==> src/hdl/dnle_pkg.sv <==
package dnle_pkg;

  localparam logic [7:0] DOT_CHAR  = 8'h2E;
  localparam logic [7:0] ROOT_BYTE = 8'h00;

  typedef enum logic [1:0] {
    ST_IDLE,
    ST_LEN,
    ST_DATA,
    ST_ROOT
  } dnle_state_t;

  // one output beat on its way through the read stage
  typedef struct packed {
    logic       is_data;  // value comes from the label RAM
    logic [7:0] value;    // length or root byte when not data
    logic       ovf;
    logic       last;
  } dnle_beat_t;

endpackage

==> src/hdl/dnle_ram.sv <==
module dnle_ram #(
  parameter int WIDTH = 8,
  parameter int DEPTH = 62,
  localparam int AW = (DEPTH > 1) ? $clog2(DEPTH) : 1
) (
  input  logic             clk,
  input  logic             we,
  input  logic [AW-1:0]    waddr,
  input  logic [WIDTH-1:0] wdata,
  input  logic             re,
  input  logic [AW-1:0]    raddr,
  output logic [WIDTH-1:0] rdata
);

  logic [WIDTH-1:0] mem [DEPTH];

  always_ff @(posedge clk) begin
    if (we) begin
      mem[waddr] <= wdata;
    end
    if (re) begin
      rdata <= mem[raddr];
    end
  end

endmodule

==> src/hdl/dns_name_label_encoder_top.sv <==
// A character that causes output moves the sequencer to ST_LEN; its beats then pass
//   through the read stage and the output register. Ordinary characters are taken back
//   to back while idle; a flushing character holds off input until its length byte, label
//   bytes and any root byte have issued, one beat per cycle paced by the label RAM read
//   port; output stalls hold the sequencer in place. Reset (rst, synchronous, active high)
//   clears the sequencer, label count, overflow flag and pipeline valids, not the label RAM.
module dns_name_label_encoder_top
  import dnle_pkg::*;
#(
  parameter int MAX_LABEL = 62
) (
  input  logic       clk,
  input  logic       rst,
  // character input
  input  logic       in_valid,
  output logic       in_ready,
  input  logic [7:0] name_char,
  input  logic       end_of_name,
  // wire-format output
  output logic       out_valid,
  input  logic       out_ready,
  output logic [7:0] wire_byte,
  output logic       last_of_run,
  output logic       label_overflow
);

  localparam int AW = (MAX_LABEL > 1) ? $clog2(MAX_LABEL) : 1;
  localparam int CW = $clog2(MAX_LABEL + 1);

  // Sequencer state
  dnle_state_t state, state_next;
  logic [CW-1:0] count, count_next;   // characters held in the label RAM
  logic          ovf, ovf_next;       // a character was dropped from this label
  logic          end_pend, end_pend_next; // root byte owed after the flush
  logic [AW-1:0] idx, idx_next;       // next RAM entry to drain

  // Read stage (beat waiting on RAM data) and output register
  logic       s1_valid;
  dnle_beat_t s1;
  logic       s1_take;
  logic       out_advance;

  logic       issue;
  dnle_beat_t issue_beat;
  logic       rd_en;
  logic [7:0] rd_data;

  logic       in_acc;
  logic       is_dot;
  logic       full;
  logic       ram_we;
  logic       idx_at_end;

  // input only taken while collecting a label
  assign in_ready    = (state == ST_IDLE);
  assign in_acc      = in_valid && in_ready;
  assign is_dot      = (name_char == DOT_CHAR);
  assign full        = (count == CW'(MAX_LABEL));
  assign ram_we      = in_acc && !is_dot && !full;
  assign out_advance = !out_valid || out_ready;
  assign s1_take     = !s1_valid || out_advance;
  assign idx_at_end  = (CW'(idx) == count - CW'(1));

  dnle_ram #(
    .WIDTH (8),
    .DEPTH (MAX_LABEL)
  ) u_label_ram (
    .clk   (clk),
    .we    (ram_we),
    .waddr (count[AW-1:0]),
    .wdata (name_char),
    .re    (rd_en),
    .raddr (idx),
    .rdata (rd_data)
  );

  always_ff @(posedge clk) begin
    if (rst) begin
      state    <= ST_IDLE;
      count    <= '0;
      ovf      <= 1'b0;
      end_pend <= 1'b0;
      idx      <= '0;
    end else begin
      state    <= state_next;
      count    <= count_next;
      ovf      <= ovf_next;
      end_pend <= end_pend_next;
      idx      <= idx_next;
    end
  end

  // Next state and beat issue
  always_comb begin
    state_next    = state;
    count_next    = count;
    ovf_next      = ovf;
    end_pend_next = end_pend;
    idx_next      = idx;
    issue         = 1'b0;
    rd_en         = 1'b0;
    issue_beat    = '0;
    case (state)
      ST_IDLE: begin
        if (in_acc) begin
          if (is_dot) begin
            end_pend_next = end_of_name;
            state_next    = ST_LEN;
          end else begin
            if (full) begin
              ovf_next = 1'b1;
            end else begin
              count_next = count + CW'(1);
            end
            if (end_of_name) begin
              end_pend_next = 1'b1;
              state_next    = ST_LEN;
            end
          end
        end
      end
      ST_LEN: begin
        if (s1_take) begin
          issue            = 1'b1;
          issue_beat.value = 8'(count);
          issue_beat.ovf   = ovf;
          issue_beat.last  = (count == '0) && !end_pend;
          idx_next         = '0;
          if (count == '0) begin
            ovf_next   = 1'b0;
            state_next = end_pend ? ST_ROOT : ST_IDLE;
          end else begin
            state_next = ST_DATA;
          end
        end
      end
      ST_DATA: begin
        if (s1_take) begin
          issue              = 1'b1;
          rd_en              = 1'b1;
          issue_beat.is_data = 1'b1;
          issue_beat.ovf     = ovf;
          issue_beat.last    = idx_at_end && !end_pend;
          idx_next           = idx + AW'(1);
          if (idx_at_end) begin
            count_next = '0;
            ovf_next   = 1'b0;
            state_next = end_pend ? ST_ROOT : ST_IDLE;
          end
        end
      end
      ST_ROOT: begin
        if (s1_take) begin
          issue            = 1'b1;
          issue_beat.value = ROOT_BYTE;
          issue_beat.last  = 1'b1;
          end_pend_next    = 1'b0;
          state_next       = ST_IDLE;
        end
      end
      default: begin
        state_next = ST_IDLE;
      end
    endcase
  end

  // Read stage: RAM data for a data beat lands while the beat sits here.
  // The RAM read only fires on issue, so rd_data holds through a stall.
  always_ff @(posedge clk) begin
    if (rst) begin
      s1_valid <= 1'b0;
    end else if (s1_take) begin
      s1_valid <= issue;
    end
  end

  always_ff @(posedge clk) begin
    if (s1_take) begin
      s1 <= issue_beat;
    end
  end

  // Output register
  always_ff @(posedge clk) begin
    if (rst) begin
      out_valid <= 1'b0;
    end else if (out_advance) begin
      out_valid <= s1_valid;
    end
  end

  always_ff @(posedge clk) begin
    if (out_advance && s1_valid) begin
      wire_byte      <= s1.is_data ? rd_data : s1.value;
      last_of_run    <= s1.last;
      label_overflow <= s1.ovf;
    end
  end

  // Checks
  a_count_range: assert property (@(posedge clk) disable iff (rst)
    count <= CW'(MAX_LABEL))
    else $error("label count beyond limit");

  a_ovf_only_full: assert property (@(posedge clk) disable iff (rst)
    ovf |-> (count == CW'(MAX_LABEL)))
    else $error("overflow flag set on a label that is not full");

  a_dot_flushes: assert property (@(posedge clk) disable iff (rst)
    (in_acc && is_dot) |=> (state == ST_LEN))
    else $error("dot did not start a flush");

  a_flush_clears: assert property (@(posedge clk) disable iff (rst)
    (state != ST_IDLE && state_next == ST_IDLE) |=> (count == '0 && !ovf && !end_pend))
    else $error("label state not cleared after flush");

  a_root_clean: assert property (@(posedge clk) disable iff (rst)
    (state == ST_ROOT && s1_take) |=> (s1_valid && s1.last && !s1.ovf && !s1.is_data))
    else $error("root beat malformed");

endmodule

==> config.mk <==
export PLATFORM = sky130hd
export DESIGN_NAME = dns_name_label_encoder_top
export DESIGN_NICKNAME = d
export VERILOG_FILES = /design/src/hdl/dnle_pkg.sv /design/src/hdl/dnle_ram.sv /design/src/hdl/dns_name_label_encoder_top.sv
export SDC_FILE = /design/constraint.sdc
export NUM_CORES = 1
export LEC_CHECK = 0
export ABC_AREA = 1
export ABC_CLOCK_PERIOD_IN_PS = 4200
export BUFFER_PORTS_ARGS = -buffer_cell sky130_fd_sc_hd__buf_2
export CAP_MARGIN = 10
export CORE_ASPECT_RATIO = 0.7
export CORE_MARGIN = 5
export CORE_UTILIZATION = 35
export CTS_CLUSTER_DIAMETER = 50
export DETAILED_ROUTE_END_ITERATION = 8
export PLACE_DENSITY = 0.54
export SLEW_MARGIN = 20
export SYNTH_ARGS = -nofsm -noshare
export SYNTH_HDL_FRONTEND = slang
export SYNTH_SLANG_ARGS = --single-unit
==> constraint.sdc <==
create_clock -name clk -period 4.2 [get_ports clk]
set_clock_uncertainty 0.1 [all_clocks]
set_input_delay 0.21 -clock clk [delete_from_list [all_inputs] [get_ports clk]]
set_output_delay 0.21 -clock clk [all_outputs]
set_load 0.01 [all_outputs]
After elaboration in Yosys (flattened, before gate mapping). Memories as Yosys holds them, arrays and structs flattened. A register that Yosys moved wholly into a read port is not among the register bits. Index checks and enable logic that the tools add are counted.

Bits in read-only memories: 0. Word-level logic and storage cells: 101. Output and inout port bits: 12. Register bits after elaboration: 39. Memory bits (writable): 496. Memories: 1. Latch bits: 0. Bits of input ports: 13.

Memories: u_label_ram.mem (words 62, width 8, rd ports 1, clocked after memory_dff 1, wr ports 1, line dnle_ram.sv:15) `logic [WIDTH-1:0] mem [DEPTH];`.

Bitwise operators: 0. Mux-type cells: 40. Equality and inequality tests: 16. Shifts and indexed selects: 0. Reduce and logical (&&, ||, !) cells: 26. $add $sub $neg: 3. Multipliers: 0. Divide/modulo/power cells: 0. $lt $le $gt $ge: 0.

Operators by type and width (count): $mux W6 (7); $pmux W6 S2 (2); $mux W2 (9); $mux W1 (17); $ne A2 B2 Y1 const B (7); $add A6 B1 Y6 const B (2); $reduce_and A6 Y1 (2); $eq A8 B6 Y1 const B (1); $mux W8 (1); $pmux W2 S4 (1); $reduce_and A8 Y1 (1); $eq A6 B6 Y1 (1); $eq A6 B6 Y1 const B (1); $logic_and A1 B1 Y1 (6); $logic_not A6 Y1 (1); $pmux W1 S3 (2); $reduce_bool A2 Y1 (3); $sub A6 B1 Y6 const B (1); $logic_not A1 Y1 (5); $eq A2 B2 Y1 const B (2); $ne A2 B1 Y1 const B (2); $reduce_and A4 Y1 (1); $ne A3 B1 Y1 const B (1); $reduce_and A3 Y1 (1); other kinds (7) (8).

Longest topological paths before layout.
Word-level depth: 6. Depth in mapped cells: 15. Gate-level depth less buffers: 14.

By module. From an unflattened synthesis, not the netlist that was laid out.

Cells, all modules: 2024. Area total of the unflattened synthesis: 22709.3 um^2.

Modules (own cells, without submodules): dnle_ram (times used 1, sequential area each 15134.5 um^2, area each 20546.0 um^2, cells each 1756); dns_name_label_encoder_top (times used 1, sequential area each 930.9 um^2, area each 2163.3 um^2, cells each 268).

Least setup slack after synthesis. No wires, ideal clock.

Path kind: register -> register. From: reg count[0]. To: mem u_label_ram.mem[16][0] (enable). Buffers on the path: 1. Library setup time: 0.371 ns. Path slack: 1.854 ns. Arrival: 1.875 ns. Required time: 3.729 ns. Stages on the path, launching flop included: 9. Period minus slack after synthesis: 2.346 ns. Path through: dfxtp_1 > buf_2 > inv_2 > ha_1 > nand4_1 > nand2_1 > nor2_2 > nand4_1 > nor2_1.

Cells in the longest elaborated chain, start to end: 5.

Ends and longest elaborated chain: start, declared (line dns_name_label_encoder_top.sv:32) `logic [CW-1:0] count, count_next;`; start signal, assigned (line dns_name_label_encoder_top.sv:86) `count <= count_next;`; $eq A6 B6 Y1 (line dns_name_label_encoder_top.sv:58) `assign full = (count == CW'(MAX_LABEL));`; $logic_not A1 Y1 (line dns_name_label_encoder_top.sv:59) `assign ram_we = in_acc && !is_dot && !full;`; $logic_and A1 B1 Y1 (line dns_name_label_encoder_top.sv:59); $mux W1 (line dnle_ram.sv:18) `if (we) begin`; $mux W1 (not written as such) (line dnle_ram.sv:19) `mem[waddr] <= wdata;`; end, declared (line dnle_ram.sv:15).

Several ways; a longest one is shown, not always the timed one.

Worst setup path after layout.
From: reg count[0]. To: mem u_label_ram.mem[33][2] (enable).

The elaborated chain is that of the path after synthesis.

==> results_dict.tcl <==
set metrics [dict create \
    status "finished, final reports clean" \
    cts.sinks 541 \
    tritoncts "yes" \
    p_int_uw 9510 \
    tightest_slew_ns 1.17 \
    grt_pass1_wl_um 92800 \
    grtUsageTotal_pct 17.6 \
    power.density_nw_per_um2 553 \
    grt_overflow 0 \
    seqPwrFrac_pct 45.5 \
    cts-resized-gates 0 \
    drc 0 \
    cp-start-kind "flop" \
    nets 1953 \
    wire_per_inst_um 22.3 \
    cts_setup_buffers 0 \
    rsz0062_at_grt "false" \
    syn_inst 1902 \
    num_io_pins 25 \
    min_to "u_label_ram.mem[43][7]$_DFFE_PP_" \
    synthTopCellsByArea "edfxtp_1, nand2_1, nor2_1" \
    leakage_uw 0.00870 \
    min_from "name_char[7]" \
    synth-seq-cells 541 \
    dieArea_sq_um 69100 \
    path_clk_slew_ns 0.06 \
    synth_area_sq_um 22300 \
    htreeDepth 2 \
    synth-main-ff-cell "edfxtp_1" \
    hpwl_um 37400 \
    fin_setup_tns_ns 0 \
    initial_utilization_pct 35.4 \
    vias 15100 \
    utilization_pct 39.6 \
    min_path_type "in2reg" \
    cts_root_buf "clkbuf_16" \
    critical_path_peak_fanout 10 \
    slew_headroom_pct 21.9 \
    vias_per_cell 5.38 \
    end_kind "flop" \
    die_x_um 312 \
    yosys_warnings 0 \
    worstPathCellList "inv_2 -> ha_1 -> nand4_1 -> nand2_1 -> nor2_2 -> nand3_1 -> nor2_1" \
    setup_viol 0 \
    first_pass_iters 6 \
    yosysSeqAreaShare_pct 71.9 \
    io_buffers 24 \
    syn-num-nets 1925 \
    r2r_end "u_label_ram.mem[33][2]$_DFFE_PP_" \
    power_frac_clock_pct 32.6 \
    drv_cap 0 \
    netlist.area_leader.share_pct 70.3 \
    grt_max_degree 259 \
    yosys.area.top_type "edfxtp_1" \
    hold_depth 2 \
    hold_viol_final 0 \
    final_layout_size_suffix_gt1_share_pct 9.45 \
    worstPathRequired_ns 4.30 \
    fp.dieH_um 221 \
    ir_worst_vdd_uv 415 \
    async_flop_share_pct 0 \
    slowest_stage "nor2_1" \
    path_class "reg2reg" \
    clkLatencyLatePin_ns 0.57 \
    syn2layout_area_growth_pct 12.0 \
    drv_slew 0 \
    grt_pass1_vias 14300 \
    p_sw_share_pct 31.3 \
    finalCritPeriodShare_pct 72.1 \
    drtAntennaViolNets 0 \
    globalplace.congestion 0.881 \
    r2r-start "count[0]$_SDFFE_PP0P_" \
    worst_path_largest_cell_delay_ns 0.64 \
    core.rowCount 77 \
    clockBufferDepth 3 \
    finalWirelength_um 62500 \
    r2r_setup_slack_ns 1.17 \
    combPwrFrac_pct 21.9 \
    numCtsBuffers 49 \
    drtIter0Drc 1991 \
    postSynthAreaPerCell_sq_um 11.7 \
    p_sw_uw 4330 \
    synth.distinct_cells 31 \
    synth-edff-count 523 \
    antenna_found_initial 0 \
    cp_data_arrival_time_ns 3.13 \
    period_minus_slack_ns 3.03 \
    rr_worst_depth 7 \
    core_area_sq_um 63200 \
    antennaDiodeCount 0 \
    fmax_mhz 330 \
]
==> Yosys cell counts (5+ instances only) <==
library cell	number
mux2_2	6
a21oi_1	41
nor2_1	283
ha_1	10
edfxtp_1	523
nand2_1	357
clkbuf_1	51
nand3_1	121
buf_2	20
o22ai_1	97
dfxtp_1	18
nor3_1	5
o21ai_0	201
inv_2	5
buf_4	19
buf_1	12
buf_6	14
nand4_1	11
inv_1	62
o21ai_1	26
==> final cells by class <==
cell class              instances  area [sq um]
fillers                      5974         38200
flip-flops and latches        541         16100
multi-input cells            1176          5380
clock buffers                  58          1280
well taps                     829          1040
repair buffers                 95           688
clock inverters                32           312
inverters                      67           256
==> critical path: cells and delay by family (launching register included) <==
family | cells | cell delay [ns]
buffers and inverters | 1 | 0.16
adder cells (fa/ha/maj) | 1 | 0.24
flip-flops | 1 | 0.54
AND/OR/NAND/NOR | 5 | 1.61
==> power groups by stage <==
stage	clock, uW	combinational (uW)	sequential, uW
after floorplan	0	2080	6330
after global placement	0	2980	6410
after detailed placement	0	2970	6420
after CTS	4590	2990	6300
after global routing	4840	3340	6310
final	4520	3030	6300
==> per-layer routing <==
layer  up-vias  global-route usage [%]  routed length, um
met3        95                    4.83               6750
met2       746                    24.3              25300
met4         0                    3.81               1400
li1       6808                       -                  -
met1      7404                    27.4              29000
met5         -                       0                  0
==> logic make-up (layout without fill, tap and decap cells) <==
kind of cell    after synthesis  count (layout)  synth area share [%]
flops                       541             541                  71.9
compound gates              367             367                  8.79
fa+ha+maj                    10              10                 0.560
buf+inv                     185             252                  4.02
simple gates                789             789                  14.3
mux                           6               6                 0.302
xor+xnor                      4               4                 0.157
==> timing repair <==
action | 4_1_cts | 5_1_grt
hold endpoints to repair | 12 | 0
setup endpoints to repair | 0 | 0
hold buffers | 4 | 0
==> flip-flops by register name, summed over array words and instances, names as in the netlist <==
name and count:
state 2, count 6, ovf 1, end_pend 1
s1_valid 1, s1 9, out_valid 1, last_of_run 1
u_label_ram.mem 496, label_overflow 1, u_label_ram.rdata 8, idx 6
wire_byte 8
==> layout by cell type, fill, tap and decap left out <==
cell,instances
edfxtp_1,523
inv_6,1
o21ai_0,201
dfxtp_1,15
nand3b_1,2
nor2_2,3
clkinv_2,13
nand3_1,121
bufinv_16,6
buf_4,65
dfxtp_4,2
buf_12,2
o21ai_1,26
dlygate4sd3_1,4
nor4_1,1
mux2_2,6
clkinv_8,1
nor3_1,5
buf_2,24
xnor2_1,1
inv_1,60
o22ai_1,97
a21oi_1,41
nand4_1,11
nand3_2,2
clkbuf_1,8
dfxtp_2,1
nor3b_1,1
clkinv_1,11
a221oi_1,1
clkinv_4,1
clkbuf_16,50
inv_2,6
nor2_1,283
nand2_2,3
ha_1,10
o21a_1,1
nand2_1,357
xor2_1,3
==> worst max-delay path by stage <==
stage,from,endpoint,slack [ns],cells after the start
floorplan,count[0]$_SDFFE_PP0P_,u_label_ram.mem[16][0]$_DFFE_PP_,1.85,8
global placement,count[0]$_SDFFE_PP0P_,u_label_ram.mem[39][5]$_DFFE_PP_,1.33,7
detailed placement,count[0]$_SDFFE_PP0P_,u_label_ram.mem[39][7]$_DFFE_PP_,1.23,7
CTS,count[0]$_SDFFE_PP0P_,u_label_ram.mem[33][2]$_DFFE_PP_,1.23,7
global route,count[0]$_SDFFE_PP0P_,u_label_ram.mem[36][7]$_DFFE_PP_,0.96,7
finish,count[0]$_SDFFE_PP0P_,u_label_ram.mem[33][2]$_DFFE_PP_,1.17,7
==> metrics by stage <==
| stage | instances | hold WS (ns) | setup slack (ns) | cell area (sq um) | power [uW] |
|---|---|---|---|---|---|
| floorplan | 1902 | 0.189 | 1.85 | 22300 | 8410 |
| global placement | 2704 | 0.307 | 1.33 | 23400 | 9390 |
| detailed placement | 2704 | 0.314 | 1.23 | 23400 | 9380 |
| CTS | 2798 | 0.150 | 1.23 | 25000 | 13900 |
| global route | 2798 | 0.192 | 0.961 | 25000 | 14500 |
| finish | 2798 | 0.183 | 1.17 | 25000 | 13800 |
Power figures use the tool's default switching activity.
